[src/design/htweb_pkg.sv]
// Shared constants, ring table and lookup function for the hit time-window event builder.
package htweb_pkg;

  localparam int TIME_BITS_DEF  = 48;
  localparam int EVENT_BITS_DEF = 32;

  localparam int WINDOW_BITS = 24;
  localparam logic [WINDOW_BITS-1:0] WINDOW_RESET = 24'd200;

  localparam int BOARD_BITS = 4;
  localparam int CHAN_BITS  = 6;
  localparam int TOA_BITS   = 16;
  localparam int TOT_BITS   = 16;
  localparam int HITS_BITS  = 16;
  localparam int KIND_BITS  = 8;
  localparam int RING_BITS  = 5;

  localparam int MAPPED_BOARDS = 4;

  localparam logic [RING_BITS-1:0] RING_MAP [32] = '{
    5'd0,  5'd0,  5'd0,  5'd0,  5'd15, 5'd1,  5'd16, 5'd2,
    5'd17, 5'd3,  5'd18, 5'd4,  5'd19, 5'd5,  5'd20, 5'd6,
    5'd21, 5'd7,  5'd22, 5'd8,  5'd23, 5'd9,  5'd24, 5'd10,
    5'd25, 5'd11, 5'd26, 5'd12, 5'd27, 5'd13, 5'd28, 5'd14
  };

  function automatic logic [RING_BITS-1:0] ring_of(
    input logic [BOARD_BITS-1:0] board,
    input logic [CHAN_BITS-1:0]  chan
  );
    logic [RING_BITS-1:0] ring;
    ring = RING_MAP[{board[1:0], chan[CHAN_BITS-1:3]}];
    if (board >= BOARD_BITS'(MAPPED_BOARDS)) begin
      ring = '0;
    end
    return ring;
  endfunction

endpackage

[src/design/htweb_if.sv]
// Hit and result channel interfaces with valid/ready handshake.
interface htweb_hit_if #(
  parameter int TIME_BITS = htweb_pkg::TIME_BITS_DEF
);
  import htweb_pkg::*;

  logic                  valid;
  logic                  ready;
  logic [TIME_BITS-1:0]  coarse_time;
  logic [BOARD_BITS-1:0] board;
  logic [CHAN_BITS-1:0]  channel;
  logic [TOA_BITS-1:0]   fine_toa;
  logic [TOT_BITS-1:0]   tot_count;
  logic [HITS_BITS-1:0]  hit_count;
  logic [KIND_BITS-1:0]  data_kind;

  modport source (
    output valid, coarse_time, board, channel, fine_toa, tot_count, hit_count, data_kind,
    input  ready
  );

  modport sink (
    input  valid, coarse_time, board, channel, fine_toa, tot_count, hit_count, data_kind,
    output ready
  );
endinterface

interface htweb_res_if #(
  parameter int TIME_BITS  = htweb_pkg::TIME_BITS_DEF,
  parameter int EVENT_BITS = htweb_pkg::EVENT_BITS_DEF
);
  import htweb_pkg::*;

  logic                  valid;
  logic                  ready;
  logic [TIME_BITS:0]    abs_time;
  logic [RING_BITS-1:0]  ring_number;
  logic [EVENT_BITS-1:0] event_number;
  logic [BOARD_BITS-1:0] board_out;
  logic [CHAN_BITS-1:0]  channel_out;
  logic [TOA_BITS-1:0]   toa_out;
  logic [TOT_BITS-1:0]   tot_out;
  logic [HITS_BITS-1:0]  hits_out;
  logic [KIND_BITS-1:0]  kind_out;

  modport source (
    output valid, abs_time, ring_number, event_number, board_out, channel_out, toa_out,
           tot_out, hits_out, kind_out,
    input  ready
  );

  modport sink (
    input  valid, abs_time, ring_number, event_number, board_out, channel_out, toa_out,
           tot_out, hits_out, kind_out,
    output ready
  );
endinterface

[src/design/htweb_event_tracker.sv]
// Event anchor and counter: window compare, re-anchor and saturating event count.
module htweb_event_tracker #(
  parameter int TIME_BITS  = htweb_pkg::TIME_BITS_DEF,
  parameter int EVENT_BITS = htweb_pkg::EVENT_BITS_DEF
) (
  input  logic                               clk,
  input  logic                               rst,
  input  logic                               step,
  input  logic [TIME_BITS:0]                 abs_time,
  input  logic [htweb_pkg::WINDOW_BITS-1:0]  window,
  output logic [EVENT_BITS-1:0]              event_number
);
  import htweb_pkg::*;

  logic                  event_open;
  logic [TIME_BITS:0]    anchor;
  logic [TIME_BITS:0]    anchor_next;
  logic [EVENT_BITS-1:0] counter;
  logic [EVENT_BITS-1:0] counter_next;
  logic [TIME_BITS+1:0]  limit;
  logic                  later;

  always_comb begin
    limit = {1'b0, anchor} + (TIME_BITS+2)'(window);
    later = {1'b0, abs_time} > limit;
    anchor_next  = anchor;
    counter_next = counter;
    if (!event_open) begin
      anchor_next  = abs_time;
      counter_next = EVENT_BITS'(1);
    end else if (later) begin
      anchor_next = abs_time;
      if (counter != '1) begin
        counter_next = counter + EVENT_BITS'(1);
      end
    end
  end

  assign event_number = counter_next;

  always_ff @(posedge clk) begin
    if (rst) begin
      event_open <= 1'b0;
      anchor     <= '0;
      counter    <= EVENT_BITS'(1);
    end else if (step) begin
      event_open <= 1'b1;
      anchor     <= anchor_next;
      counter    <= counter_next;
    end
  end

endmodule

[src/design/hit_time_window_event_builder_top.sv]
// Top level of the hit time-window event builder: input stage, event tracking, result stage.
//
//   channel   modport  transfer when        carries
//   hit_in    sink     valid & ready        one hit: coarse time, board, channel, ToA, pass-through
//   res_out   source   valid & ready        one result per hit: abs time, ring, event number
//   cfg       -        cfg_we               window_ticks, 24 bits
//
// Two register stages: the input stage forms abs time and ring, the result stage
// takes the event number. One hit per cycle sustained while res_out is ready.
// The window compare against the event anchor sets the result stage path.
// Synchronous reset empties both stages, clears the anchor, counter to 1, window to 200.
// A stalled result holds; each stage still takes a transfer whenever the next one frees up.
module hit_time_window_event_builder_top #(
  parameter int TIME_BITS  = htweb_pkg::TIME_BITS_DEF,
  parameter int EVENT_BITS = htweb_pkg::EVENT_BITS_DEF
) (
  input  logic                              clk,
  input  logic                              rst,
  htweb_hit_if.sink                         hit_in,
  htweb_res_if.source                       res_out,
  input  logic                              cfg_we,
  input  logic [htweb_pkg::WINDOW_BITS-1:0] cfg_data
);
  import htweb_pkg::*;

  logic [WINDOW_BITS-1:0] window;

  logic                  s1_valid;
  logic [TIME_BITS:0]    s1_abs;
  logic [RING_BITS-1:0]  s1_ring;
  logic [BOARD_BITS-1:0] s1_board;
  logic [CHAN_BITS-1:0]  s1_chan;
  logic [TOA_BITS-1:0]   s1_toa;
  logic [TOT_BITS-1:0]   s1_tot;
  logic [HITS_BITS-1:0]  s1_hits;
  logic [KIND_BITS-1:0]  s1_kind;

  logic                  out_valid;
  logic                  s2_take;
  logic                  s1_take;
  logic [EVENT_BITS-1:0] event_number;

  assign s2_take      = s1_valid && (!out_valid || res_out.ready);
  assign hit_in.ready = !s1_valid || !out_valid || res_out.ready;
  assign s1_take      = hit_in.valid && hit_in.ready;

  always_ff @(posedge clk) begin
    if (rst) begin
      window <= WINDOW_RESET;
    end else if (cfg_we) begin
      window <= cfg_data;
    end
  end

  always_ff @(posedge clk) begin
    if (rst) begin
      s1_valid <= 1'b0;
    end else if (hit_in.ready) begin
      s1_valid <= hit_in.valid;
    end
  end

  always_ff @(posedge clk) begin
    if (s1_take) begin
      s1_abs   <= (TIME_BITS+1)'(hit_in.coarse_time) + (TIME_BITS+1)'(hit_in.fine_toa);
      s1_ring  <= ring_of(hit_in.board, hit_in.channel);
      s1_board <= hit_in.board;
      s1_chan  <= hit_in.channel;
      s1_toa   <= hit_in.fine_toa;
      s1_tot   <= hit_in.tot_count;
      s1_hits  <= hit_in.hit_count;
      s1_kind  <= hit_in.data_kind;
    end
  end

  htweb_event_tracker #(
    .TIME_BITS  (TIME_BITS),
    .EVENT_BITS (EVENT_BITS)
  ) u_tracker (
    .clk          (clk),
    .rst          (rst),
    .step         (s2_take),
    .abs_time     (s1_abs),
    .window       (window),
    .event_number (event_number)
  );

  always_ff @(posedge clk) begin
    if (rst) begin
      out_valid <= 1'b0;
    end else if (!out_valid || res_out.ready) begin
      out_valid <= s1_valid;
    end
  end

  always_ff @(posedge clk) begin
    if (s2_take) begin
      res_out.abs_time     <= s1_abs;
      res_out.ring_number  <= s1_ring;
      res_out.event_number <= event_number;
      res_out.board_out    <= s1_board;
      res_out.channel_out  <= s1_chan;
      res_out.toa_out      <= s1_toa;
      res_out.tot_out      <= s1_tot;
      res_out.hits_out     <= s1_hits;
      res_out.kind_out     <= s1_kind;
    end
  end

  assign res_out.valid = out_valid;

endmodule

[src/flat_wrapper.sv]
// flat-port wrapper written by rule: the top's interface ports become plain ports
module hit_time_window_event_builder_top_flat import htweb_pkg::*;
#(
  parameter int TIME_BITS  = htweb_pkg::TIME_BITS_DEF,
  parameter int EVENT_BITS = htweb_pkg::EVENT_BITS_DEF
)
  (clk, rst, cfg_we, cfg_data, hit_in_valid, hit_in_coarse_time, hit_in_board, hit_in_channel, hit_in_fine_toa, hit_in_tot_count, hit_in_hit_count, hit_in_data_kind, hit_in_ready, res_out_valid, res_out_abs_time, res_out_ring_number, res_out_event_number, res_out_board_out, res_out_channel_out, res_out_toa_out, res_out_tot_out, res_out_hits_out, res_out_kind_out, res_out_ready);
  htweb_hit_if #(.TIME_BITS(TIME_BITS)) hit_in_i ();
  htweb_res_if #(.TIME_BITS(TIME_BITS), .EVENT_BITS(EVENT_BITS)) res_out_i ();
  input  logic clk;
  input  logic rst;
  input  logic cfg_we;
  input  logic [htweb_pkg::WINDOW_BITS-1:0] cfg_data;
  input wire logic [$bits(hit_in_i.valid)-1:0] hit_in_valid;
  input wire logic [$bits(hit_in_i.coarse_time)-1:0] hit_in_coarse_time;
  input wire logic [$bits(hit_in_i.board)-1:0] hit_in_board;
  input wire logic [$bits(hit_in_i.channel)-1:0] hit_in_channel;
  input wire logic [$bits(hit_in_i.fine_toa)-1:0] hit_in_fine_toa;
  input wire logic [$bits(hit_in_i.tot_count)-1:0] hit_in_tot_count;
  input wire logic [$bits(hit_in_i.hit_count)-1:0] hit_in_hit_count;
  input wire logic [$bits(hit_in_i.data_kind)-1:0] hit_in_data_kind;
  output wire logic [$bits(hit_in_i.ready)-1:0] hit_in_ready;
  output wire logic [$bits(res_out_i.valid)-1:0] res_out_valid;
  output wire logic [$bits(res_out_i.abs_time)-1:0] res_out_abs_time;
  output wire logic [$bits(res_out_i.ring_number)-1:0] res_out_ring_number;
  output wire logic [$bits(res_out_i.event_number)-1:0] res_out_event_number;
  output wire logic [$bits(res_out_i.board_out)-1:0] res_out_board_out;
  output wire logic [$bits(res_out_i.channel_out)-1:0] res_out_channel_out;
  output wire logic [$bits(res_out_i.toa_out)-1:0] res_out_toa_out;
  output wire logic [$bits(res_out_i.tot_out)-1:0] res_out_tot_out;
  output wire logic [$bits(res_out_i.hits_out)-1:0] res_out_hits_out;
  output wire logic [$bits(res_out_i.kind_out)-1:0] res_out_kind_out;
  input wire logic [$bits(res_out_i.ready)-1:0] res_out_ready;
  assign hit_in_i.valid = hit_in_valid;
  assign hit_in_i.coarse_time = hit_in_coarse_time;
  assign hit_in_i.board = hit_in_board;
  assign hit_in_i.channel = hit_in_channel;
  assign hit_in_i.fine_toa = hit_in_fine_toa;
  assign hit_in_i.tot_count = hit_in_tot_count;
  assign hit_in_i.hit_count = hit_in_hit_count;
  assign hit_in_i.data_kind = hit_in_data_kind;
  assign hit_in_ready = hit_in_i.ready;
  assign res_out_valid = res_out_i.valid;
  assign res_out_abs_time = res_out_i.abs_time;
  assign res_out_ring_number = res_out_i.ring_number;
  assign res_out_event_number = res_out_i.event_number;
  assign res_out_board_out = res_out_i.board_out;
  assign res_out_channel_out = res_out_i.channel_out;
  assign res_out_toa_out = res_out_i.toa_out;
  assign res_out_tot_out = res_out_i.tot_out;
  assign res_out_hits_out = res_out_i.hits_out;
  assign res_out_kind_out = res_out_i.kind_out;
  assign res_out_i.ready = res_out_ready;
  hit_time_window_event_builder_top #(.TIME_BITS(TIME_BITS), .EVENT_BITS(EVENT_BITS)) u_core (.clk(clk), .rst(rst), .hit_in(hit_in_i), .res_out(res_out_i), .cfg_we(cfg_we), .cfg_data(cfg_data));
endmodule
[config.mk]
export PLATFORM = sky130hd
export DESIGN_NAME = hit_time_window_event_builder_top_flat
export DESIGN_NICKNAME = d
export VERILOG_FILES = /design/src/design/htweb_pkg.sv /design/src/design/htweb_if.sv /design/src/design/htweb_event_tracker.sv /design/src/design/hit_time_window_event_builder_top.sv /design/src/flat_wrapper.sv
export SDC_FILE = /design/constraint.sdc
export NUM_CORES = 1
export LEC_CHECK = 0
export BUFFER_PORTS_ARGS = -buffer_cell sky130_fd_sc_hd__clkbuf_2
export CORE_MARGIN = 3
export CORE_UTILIZATION = 39
export DETAILED_ROUTE_END_ITERATION = 8
export PLACE_DENSITY_LB_ADDON = 0.2
export REMOVE_ABC_BUFFERS = 1
export SYNTH_ARGS = -nofsm -noshare
export SYNTH_HDL_FRONTEND = slang
export SYNTH_SLANG_ARGS = --single-unit
export TNS_END_PERCENT = 10
[constraint.sdc]
create_clock -name clk -period 11.7 [get_ports clk]
set_input_delay 0.585 -clock clk [delete_from_list [all_inputs] [get_ports clk]]
set_output_delay 0.585 -clock clk [all_outputs]
set_load 0.05 [all_outputs]
; ---- After elaboration in Yosys (flattened, before gate mapping)
; Memories as Yosys holds them, arrays and structs flattened. A register that Yosys moved wholly into a read port is not among the register bits.
; Index checks and enable logic that the tools add are counted.
[word_totals]
memories = 1
word_cells = 44
romBits = 160
ff_bits = 375
input_bits = 143
[classes]
n_bitwise = 1
eq_ne = 2
add_sub_neg = 3
reduce_logical = 8
n_lt_le_gt_ge = 2
muxes = 5
[memory_table]
columns = name, words, width, read_ports, rd_clocked_by_memory_dff, wr, line_no
row1 = (name not given), 32, 5, 1, 1, 0, htweb_pkg.sv:32  ; ring = RING_MAP[{board[1:0], chan[CHAN_BITS-1:3]}];
[ops]
columns = cell, n
row1 = $mux 49, 2
row2 = $mux 32, 3
row3 = $add 49x24->50, 1
row4 = $gt 49x50->1, 1
row5 = $add 48x16->49, 1
row6 = $add 32x1->32 const B, 1
row7 = $ne 32x32->1 const B, 1
row8 = $not 5->6, 1
row9 = $ge 4x3->1 const B, 1
row10 = $logic_or 1x1->1, 3
row11 = $logic_and 1x1->1, 2
row12 = $logic_not 1->1, 2
row13 = $ne 2x1->1 const B, 1
row14 = $reduce_and 2->1, 1

; ---- Logic depth before layout (Yosys ltp)
; Gate-level depths: netlist (run 1).
[logic_depth]
word_depth = 4
depth_mapped = 24
depth_no_buf = 20

; ---- By module
; Synthesis (run 1) repeated with hierarchy kept, for this count alone.
[unflattened]
hier_cells = 1587
hier_area_um2 = 18233.7
[by_module_without_submodules]
columns = module, cells_per_inst, seq_area_each_um2, area_each_um2, instances
row1 = hit_time_window_event_builder_top, 620, 8688.3, 10884.2, 1
row2 = htweb_event_tracker, 967, 1641.6, 7349.5, 1

; ---- Least setup slack after synthesis (run 1)
; OpenSTA, ideal clock, no wires.
[synth_path]
kind = register to register
from = register u_core.out_valid (netlist: u_core.res_out.valid)
to = register u_core.u_tracker.anchor[38]
arrival_ps = 5713
period_less_slack_ps = 5833
t_required_ps = 11580
path_stages_with_launch = 9
slack_ps = 5867
cell_sequence = dfxtp_1 nor2b_1 nand2b_1 clkinv_1 a31o_1 buf_2 buf_6 buf_6 mux2i_1
[synth_between]
elab_chain_cells = 4
[synth_lines]
columns = element, line_no
row1 = "start, declared", hit_time_window_event_builder_top.sv:38  ; logic out_valid;
row2 = "start signal, assigned", hit_time_window_event_builder_top.sv:92  ; out_valid <= s1_valid;
row3 = $logic_not 1->1, hit_time_window_event_builder_top.sv:43  ; assign s2_take = s1_valid && (!out_valid || res_out.ready);
row4 = $logic_or 1x1->1, hit_time_window_event_builder_top.sv:43
row5 = $logic_and 1x1->1, hit_time_window_event_builder_top.sv:43
row6 = net u_core.s2_take, hit_time_window_event_builder_top.sv:39  ; logic s2_take;
row7 = $reduce_and 2->1 (no line), n/a
row8 = "end signal, assigned", htweb_event_tracker.sv:48  ; anchor <= anchor_next;
row9 = "end, declared", htweb_event_tracker.sv:16  ; logic [TIME_BITS:0] anchor;
; The timed path passes the listed nets, and every way through them passes these cells.
; A chain may end at the register's enable or synchronous reset.

; ---- Worst setup path after layout (run 1)
[layout_path]
from = register u_core.window[1]
to = register u_core.u_tracker.anchor[5]
[layout_between]
elab_chain_cells = 4
[layout_lines]
columns = element, line_no
row1 = "start, declared", hit_time_window_event_builder_top.sv:26  ; logic [WINDOW_BITS-1:0] window;
row2 = "start signal, assigned", hit_time_window_event_builder_top.sv:51  ; window <= cfg_data;
row3 = $add 49x24->50, htweb_event_tracker.sv:24  ; limit = {1'b0, anchor} + (TIME_BITS+2)'(window);
row4 = $gt 49x50->1, htweb_event_tracker.sv:25  ; later = {1'b0, abs_time} > limit;
row5 = $ne 2x1->1 (no line), n/a
row6 = $reduce_and 2->1 (no line), n/a
; No other way between the ends.

==> summary.txt, run 1 <==
Clock network
  – Hold buffer count at CTS: 0
  – Setup bufs post-CTS: 0
  – TritonCTS Buffers: 42
  – Root Driver: clkbuf_16
  – Clock sinks: 380
  – Post-CTS Resized: 0
  – Htree depth: 2
  – CTS tree: built
  – Clock Tree Buf Depth: 3
  – Later-pin clock latency in the skew report: 0.57 ns
  – CTS clk-pin slew, worst paths: 0.06 ns

Detailed routing
  – Drc violations: 0
  – DR iter-0 viols: 1055
  – Via count: 14080
  – DRT Pass-1 Iters: 5
  – Routed wire length: 47870 um
  – Antenna Nets Post-Route: 0
  – Avg Vias per Cell: 5.420
  – DR WL/cell: 18.43 um

GRT
  – Largest net degree at the start of global routing: 105
  – Total congestion overflow: 0
  – Tot GR Track Use: 18.86%
  – Vias in the first global route: 13710
  – First-pass GRT wire length: 76120 um
  – Initial antenna violation count: 2

Yosys
  – Synthesized instance count: 1689
  – Seq cells post-synth: 380
  – XOR/XNOR Fraction of Synth Area: 3.460%
  – Seq/Total Area, Yosys: 55.15%
  – Mux share of post-synthesis cell area: 4.175%
  – Complex-gate fraction of the synthesized area: 10.98%
  – Most used DFF post-synth: edfxtp_1
  – Post-synth ARST share: 0%
  – Synth Area in Simple Gates: 16.86%
  – Cell variety after synth: 79
  – Synth Area in Adders: 6.560%
  – Top cells by area, synth: edfxtp_1, dfxtp_1, ha_1
  – Post-synth EDFFs: 272
  – Largest family of logic cells by synthesized area: simple AND/OR/NAND/NOR gates
  – Post-Syn Area: 18730 sq um
  – Avg Cell Area, Syn: 11.09 sq um
  – Area leader, netlist: edfxtp_1
  – Synth top area share: 43.61%
  – Ys Warns: 0

Die
  – Placeable Area: 46950 sq um
  – Die Footprint: 50690 sq um
  – I/O Pins: 297
  – Die height: 225.1 um
  – Die X: 225.1 um
  – Row count: 79
  – Starting Density: 39.89%

Setup path
  – Setup Crit Path Kind: reg2reg
  – Max FO, Critical Path: 49
  – Crit path launch type: flip-flop
  – Reg2reg end: u_core.u_tracker.anchor[5]
  – FF-to-FF setup slack: 5.77 ns
  – CP required: 12.19 ns
  – Crit path capture type: flip-flop
  – Worst reg-to-reg path cell count: 19
  – Arr. time, crit path: 6.42 ns
  – Worst r2r src: u_core.window[1]

STA
  – Final setup fails: 0
  – Min Tclk post-route: 5.934 ns
  – Max-slew violation count: 0
  – Max Clk Rate: 168.5 MHz
  – Hold Fails Final Rpt: 0
  – Slew headroom: 29.32%
  – Setup TNS: 0 ns
  – Tcrit/Tclk final: 50.72%
  – RSZ-0062 raised after global routing: no
  – Skew final: 0.01883 ns
  – Slew of the pin with the lowest slew margin: 1.060 ns

Place
  – Final Wtd Congestion: 0.8263
  – Detailed placement HPWL: 33270 um
  – Placed Cells: 2519
  – Buffers on Ports: 296

Worst hold path
  – Worst Hold Path EP: u_core.s1_hits[5]
  – Worst hold path depth: 1
  – Worst hold start: hit_in_hit_count[5]
  – Worst hold path type: in2reg

Pwr
  – Maximum vdd drop: 0.08115 mV
  – PwrDens: 150.5 nW/um^2
  – Switching Share: 27.50%
  – Sequential power share: 47.7%
  – Sw Pwr: 0.9124 mW
  – Pleak: 8.441 nW
  – Internal power: 2.405 mW
  – Clk pwr share: 38.1%
  – Logic gate share of total power: 14.2%

Layout
  – Share of cells above drive strength 1: 20.25%
  – Commonest non-fill, non-tap cell in the layout: clkbuf_2
  – ANT cells: 0
  – Commonest non-fill, non-tap cells in the layout: clkbuf_2, edfxtp_1, nand2_1, dfxtp_1, ha_1
  – Area grow syn2layout: 17.70%
  – Fillers: 4280
  – Cell Count, Final, Fillers Out: 2597
  – Final layout net count: 2196

Status
  – Status: complete, no violations

Job
  – Number of max-cap violations: 0
routing by layer:
metal / track usage (%) / wire length, um / share of wire (%) / up-vias
met5: 0 / 23 / 0.048 / -
met4: 5.720 / 1143 / 2.4 / 4
met3: 3.139 / 2379 / 5.0 / 80
met2: 31.60 / 22660 / 47 / 339
met1: 25.25 / 21660 / 45 / 6722
li1: - / - / - / 6931
Yosys cell counts (42+ instances only):
master / count
a21oi_1: 87
clkbuf_1: 68
dfxtp_1: 108
edfxtp_1: 272
ha_1: 95
inv_1: 42
mux2i_1: 77
nand2_1: 191
nand3_1: 72
nand4_1: 46
nor2_1: 82
nor3_1: 42
o21ai_0: 60
or3_1: 51
xnor2_1: 47
stage by stage:
| stage | power, mW | area, sq um | hold slack [ns] | setup WS, ns | utilization (%) |
|---|---|---|---|---|---|
| 5_1_grt | 3.477 | 22040 | 0.1555 | 5.076 | 46.95 |
| 2_1_floorplan | 1.931 | 18370 | 0.4003 | 3.903 | - |
| 3_5_place_dp | 2.083 | 20730 | 0.4045 | 5.701 | 44.14 |
| 4_1_cts | 3.364 | 22040 | 0.1458 | 5.667 | 46.95 |
| 6_report | 3.318 | 22040 | 0.1871 | 5.766 | 46.95 |
| 3_3_place_gp | 2.072 | 20730 | 0.4003 | 5.845 | 44.14 |
cell families after synthesis:
| kind of cell | after synthesis |
|---|---|
| AOI/OAI and AO/OA | 314 |
| adders and majority gates | 97 |
| buffers and inverters | 129 |
| muxes | 78 |
| xor gates and xnor gates | 74 |
| DFF | 380 |
| and+or+nand+nor | 617 |
flip-flops by register name (all words and copies together), names as in the netlist, 4 cells and up:
name and flops:
u_core.res_out.tot_out 16, u_core.res_out.event_number 32, u_core.s1_chan 6, u_core.s1_board 4
u_core.res_out.board_out 4, u_core.res_out.ring_number 5, u_core.s1_toa 16, u_core.res_out.abs_time 49
u_core.res_out.kind_out 8, u_core.res_out.toa_out 16, u_core.s1_kind 8, u_core.s1_ring 5
u_core.u_tracker.anchor 49, u_core.s1_abs 49, u_core.s1_hits 16, u_core.s1_tot 16
u_core.res_out.channel_out 6, u_core.res_out.hits_out 16, u_core.u_tracker.counter 32, u_core.window 24
power by group through the flow:
stage	combinational, mW	sequential, mW	clock, mW
finish	0.472	1.58	1.26
floorplan	0.252	1.68	0
CTS	0.476	1.58	1.31
global route	0.527	1.59	1.36
detailed placement	0.473	1.61	0
global placement	0.464	1.61	0
final cells by class:
class	count	area, sq um	share of cell area [%]
Inverter	43	167.7	0.7606
Multi-Input combinational cell	1180	7889	35.79
Timing Repair Buffer	309	1579	7.163
Clock inverter	18	118.9	0.5392
Sequential cell	380	10330	46.87
Clock buffer	60	1199	5.438
Tap cell	607	759.5	3.445
critical path, stage by stage, from the launching register on:
cell	delay, ns
dfxtp_1	0.32
ha_1	0.30
a211oi_1	0.27
nor2_1	0.13
o2111ai_1	0.38
a2111o_1	0.28
a211oi_1	0.10
o21ai_0	0.70
and4b_1	0.29
xnor2_1	0.12
ha_1	0.32
nand4_1	0.11
nor4_1	0.39
and3_1	0.30
o31ai_1	0.09
nor4bb_1	0.16
a21oi_1	0.14
buf_4	0.26
a31o_4	0.80
mux2i_1	0.27
worst max-delay path by stage:
| stage | start | to | slack, ns | depth (start not counted) |
|---|---|---|---|---|
| floorplan | u_core.res_out.valid | u_core.u_tracker.anchor[0] | 3.90 | 5 |
| global placement | u_core.window[1] | u_core.u_tracker.anchor[25] | 5.85 | 19 |
| detailed placement | u_core.window[1] | u_core.u_tracker.anchor[31] | 5.70 | 19 |
| CTS | u_core.window[1] | u_core.u_tracker.anchor[31] | 5.67 | 19 |
| global route | u_core.window[21] | u_core.u_tracker.anchor[13] | 5.08 | 16 |
| finish | u_core.window[1] | u_core.u_tracker.anchor[5] | 5.77 | 19 |
No activity file was read; power rests on OpenSTA's default activity.
==> inputs of run 2 (changes only) <==
Clock period 11.7 ns to 5.1 ns, I/O delays scaled along.
==> run 2 against run 1 <==
  * Global-route usage up 0.41 points
  * Flip-flop and latch count is the same
  * Total power increased by 140%
  * Cell count up 6.9%
  * Clock-buffer cell count up 1
==> summary.txt, run 2 (synthesis gave the netlist of run 1 again) <==
Layout
  – Fillers: 4148
  – Commonest non-fill, non-tap cell in the layout: clkbuf_2
  – Regs by FF count: u_core.res_out.abs_time (49), u_core.s1_abs (49), u_core.u_tracker.anchor (49)
  – Share of cells above drive strength 1: 23.40%
  – Area grow syn2layout: 29.11%
  – Multi-input gate area: 8153 sq um
  – Commonest non-fill, non-tap cells in the layout: clkbuf_2, edfxtp_1, nand2_1, dlygate4sd3_1, dfxtp_1
  – Final layout net count: 2372
  – Post-route cell area: 24180 sq um
  – FF/Latch Area: 10340 sq um

Setup path
  – Slowest cell on crit path: a2111o_1
  – Largest stage delay, worst path: 0.47 ns
  – CP delay by family, top: simple AND/OR/NAND/NOR gates
  – Critical path, cell by cell: ha_4 > o21ai_1 > nor2_2 > o2111ai_2 > a2111o_1 > a211oi_2 > buf_4 > or2_4 > nand4_1 > xor2_1 > ha_1 > nand4_1 > nor4_2 > buf_4 > and3_4 > o31ai_2 > nor4bb_4 > a21o_4 > buf_12 > clkbuf_16 > or3_1 > a21oi_2
  – Crit path capture type: flip-flop
  – CP required: 5.53 ns
  – Crit path launch type: flip-flop
  – Arr. time, crit path: 5.31 ns
  – Max FO, Critical Path: 18
  – CP Buf/Inv Count: 4
  – Setup Crit Path Kind: reg2reg

STA
  – Hold Fails Final Rpt: 0
  – Skew final: 0.01895 ns
  – RSZ-0062 raised after global routing: yes
  – Setup TNS: 0 ns
  – Min Tclk post-route: 4.880 ns
  – Slew headroom: 31.08%
  – Tcrit/Tclk final: 95.68%
  – Worst setup margin: 0.2202 ns
  – Max Clk Rate: 204.9 MHz
  – Max-slew violation count: 0
  – Slew of the pin with the lowest slew margin: 1.034 ns
  – Final setup fails: 0

Place
  – Placed inst area: 21210 sq um
  – Pre-CTS WS: -0.2475 ns
  – Buffers on Ports: 296
  – Final Wtd Congestion: 0.8440
  – Detailed placement HPWL: 34380 um

Die
  – Die Footprint: 50690 sq um
  – I/O Pins: 297
  – Die height: 225.1 um
  – Placeable Area: 46950 sq um
  – Row count: 79
  – Die X: 225.1 um
  – Starting Density: 39.89%

Pwr
  – Internal power: 5.846 mW
  – Sw Pwr: 2.197 mW
  – Switching Share: 27.32%
  – Sequential power share: 45.1%
  – Logic gate share of total power: 16.4%
  – Pleak: 9.335 nW
  – PwrDens: 332.6 nW/um^2
  – Maximum vdd drop: 0.1824 mV
  – Clk pwr share: 38.4%

Clock network
  – Root Driver: clkbuf_16
  – Later-pin clock latency in the skew report: 0.58 ns
  – Clock Tree Buf Depth: 3
  – CTS tree: built
  – CTS clk-pin slew, worst paths: 0.06 ns
  – Clock sinks: 380
  – Htree depth: 2
  – TritonCTS Buffers: 44

Worst hold path
  – Worst hold path type: in2reg

GRT
  – First-pass GRT wire length: 78150 um
  – Initial antenna violation count: 1
  – Vias in the first global route: 14240
  – Tot GR Track Use: 19.27%
  – Total congestion overflow: 0
  – Largest net degree at the start of global routing: 121

Detailed routing
  – DRT Pass-1 Iters: 5
  – DR WL/cell: 18.18 um
  – Avg Vias per Cell: 5.347
  – Via count: 14840
  – Drc violations: 0
  – DR iter-0 viols: 946
  – Routed wire length: 50450 um
  – Antenna Nets Post-Route: 0

Job
  – Number of max-cap violations: 0

Status
  – Status: complete, no violations
==> run 2: cell type report <==
cell class              count  area share [%]
flip-flops and latches    380           42.75
multi-input cells        1180           33.71
repair buffers            483           13.90
clock buffers              61           4.941
well taps                 607           3.141
clock inverters            20          0.8486
inverters                  43          0.6933
diodes                      1         0.01035
==> run 2: metrics by stage <==
stage / util (%) / hold slack [ns] / instances / total power, mW
4_1_cts: 50.64 / 0.001151 / 2765 / 8.070
3_3_place_gp: 45.17 / 0.4007 / 2568 / 4.840
3_5_place_dp: 45.17 / 0.4045 / 2568 / 4.863
6_report: 51.50 / 0.03770 / 2775 / 8.044
5_1_grt: 51.50 / 0.03774 / 2775 / 8.407
2_1_floorplan: - / 0.3241 / 1603 / 4.431
==> run 2: worst reg2reg max path, stage by stage (launching register included) <==
cell and delay [ns]:
dfxtp_1 0.34, ha_4 0.27, o21ai_1 0.07, nor2_2 0.18, o2111ai_2 0.16, a2111o_1 0.47, a211oi_2 0.19, buf_4 0.15
or2_4 0.18, nand4_1 0.13, xor2_1 0.20, ha_1 0.31, nand4_1 0.15, nor4_2 0.28, buf_4 0.15, and3_4 0.17
o31ai_2 0.06, nor4bb_4 0.18, a21o_4 0.27, buf_12 0.15, clkbuf_16 0.17, or3_1 0.37, a21oi_2 0.14
==> run 2: power by group through the flow <==
| stage | sequential (mW) | clock, mW | combinational [mW] |
|---|---|---|---|
| after floorplan | 3.85 | 0 | 0.578 |
| after global placement | 3.68 | 0 | 1.16 |
| after detailed placement | 3.69 | 0 | 1.17 |
| after CTS | 3.63 | 3.19 | 1.26 |
| after global routing | 3.65 | 3.31 | 1.45 |
| final | 3.63 | 3.09 | 1.32 |
==> run 2: what timing repair did <==
| item | 4_1_cts | 5_1_grt |
|---|---|---|
| hold endpoints to repair | 117 | 0 |
| hold buffers | 116 | 0 |
| resized for setup | 6 | 55 |
| buffers inserted | 0 | 5 |
| endpoints found under the setup margin | 111 | 113 |
| pin swaps | 0 | 28 |
| gates cloned | 0 | 4 |
==> run 2: routing by layer <==
metal | global-route usage (%) | vias to the layer above | wire length, um
met2 | 32.71 | 412 | 24380
met5 | 0 | - | 0
met1 | 25.76 | 7097 | 22510
met3 | 3.126 | 48 | 2681
met4 | 5.146 | 0 | 888
li1 | - | 7282 | -
==> run 2: path summary, 6_finish.rpt <==
kind                                    from                               to  slack [ns]  cells after the start
setup reg to reg  u_core.u_tracker.anchor[3]  u_core.res_out.event_number[21]        0.22                     22
setup / recovery  u_core.u_tracker.anchor[3]  u_core.res_out.event_number[21]        0.22                     22
hold reg to reg             u_core.s1_toa[5]        u_core.res_out.toa_out[5]        0.41                      0
hold / removal        hit_in_coarse_time[33]                u_core.s1_abs[33]        0.04                      2
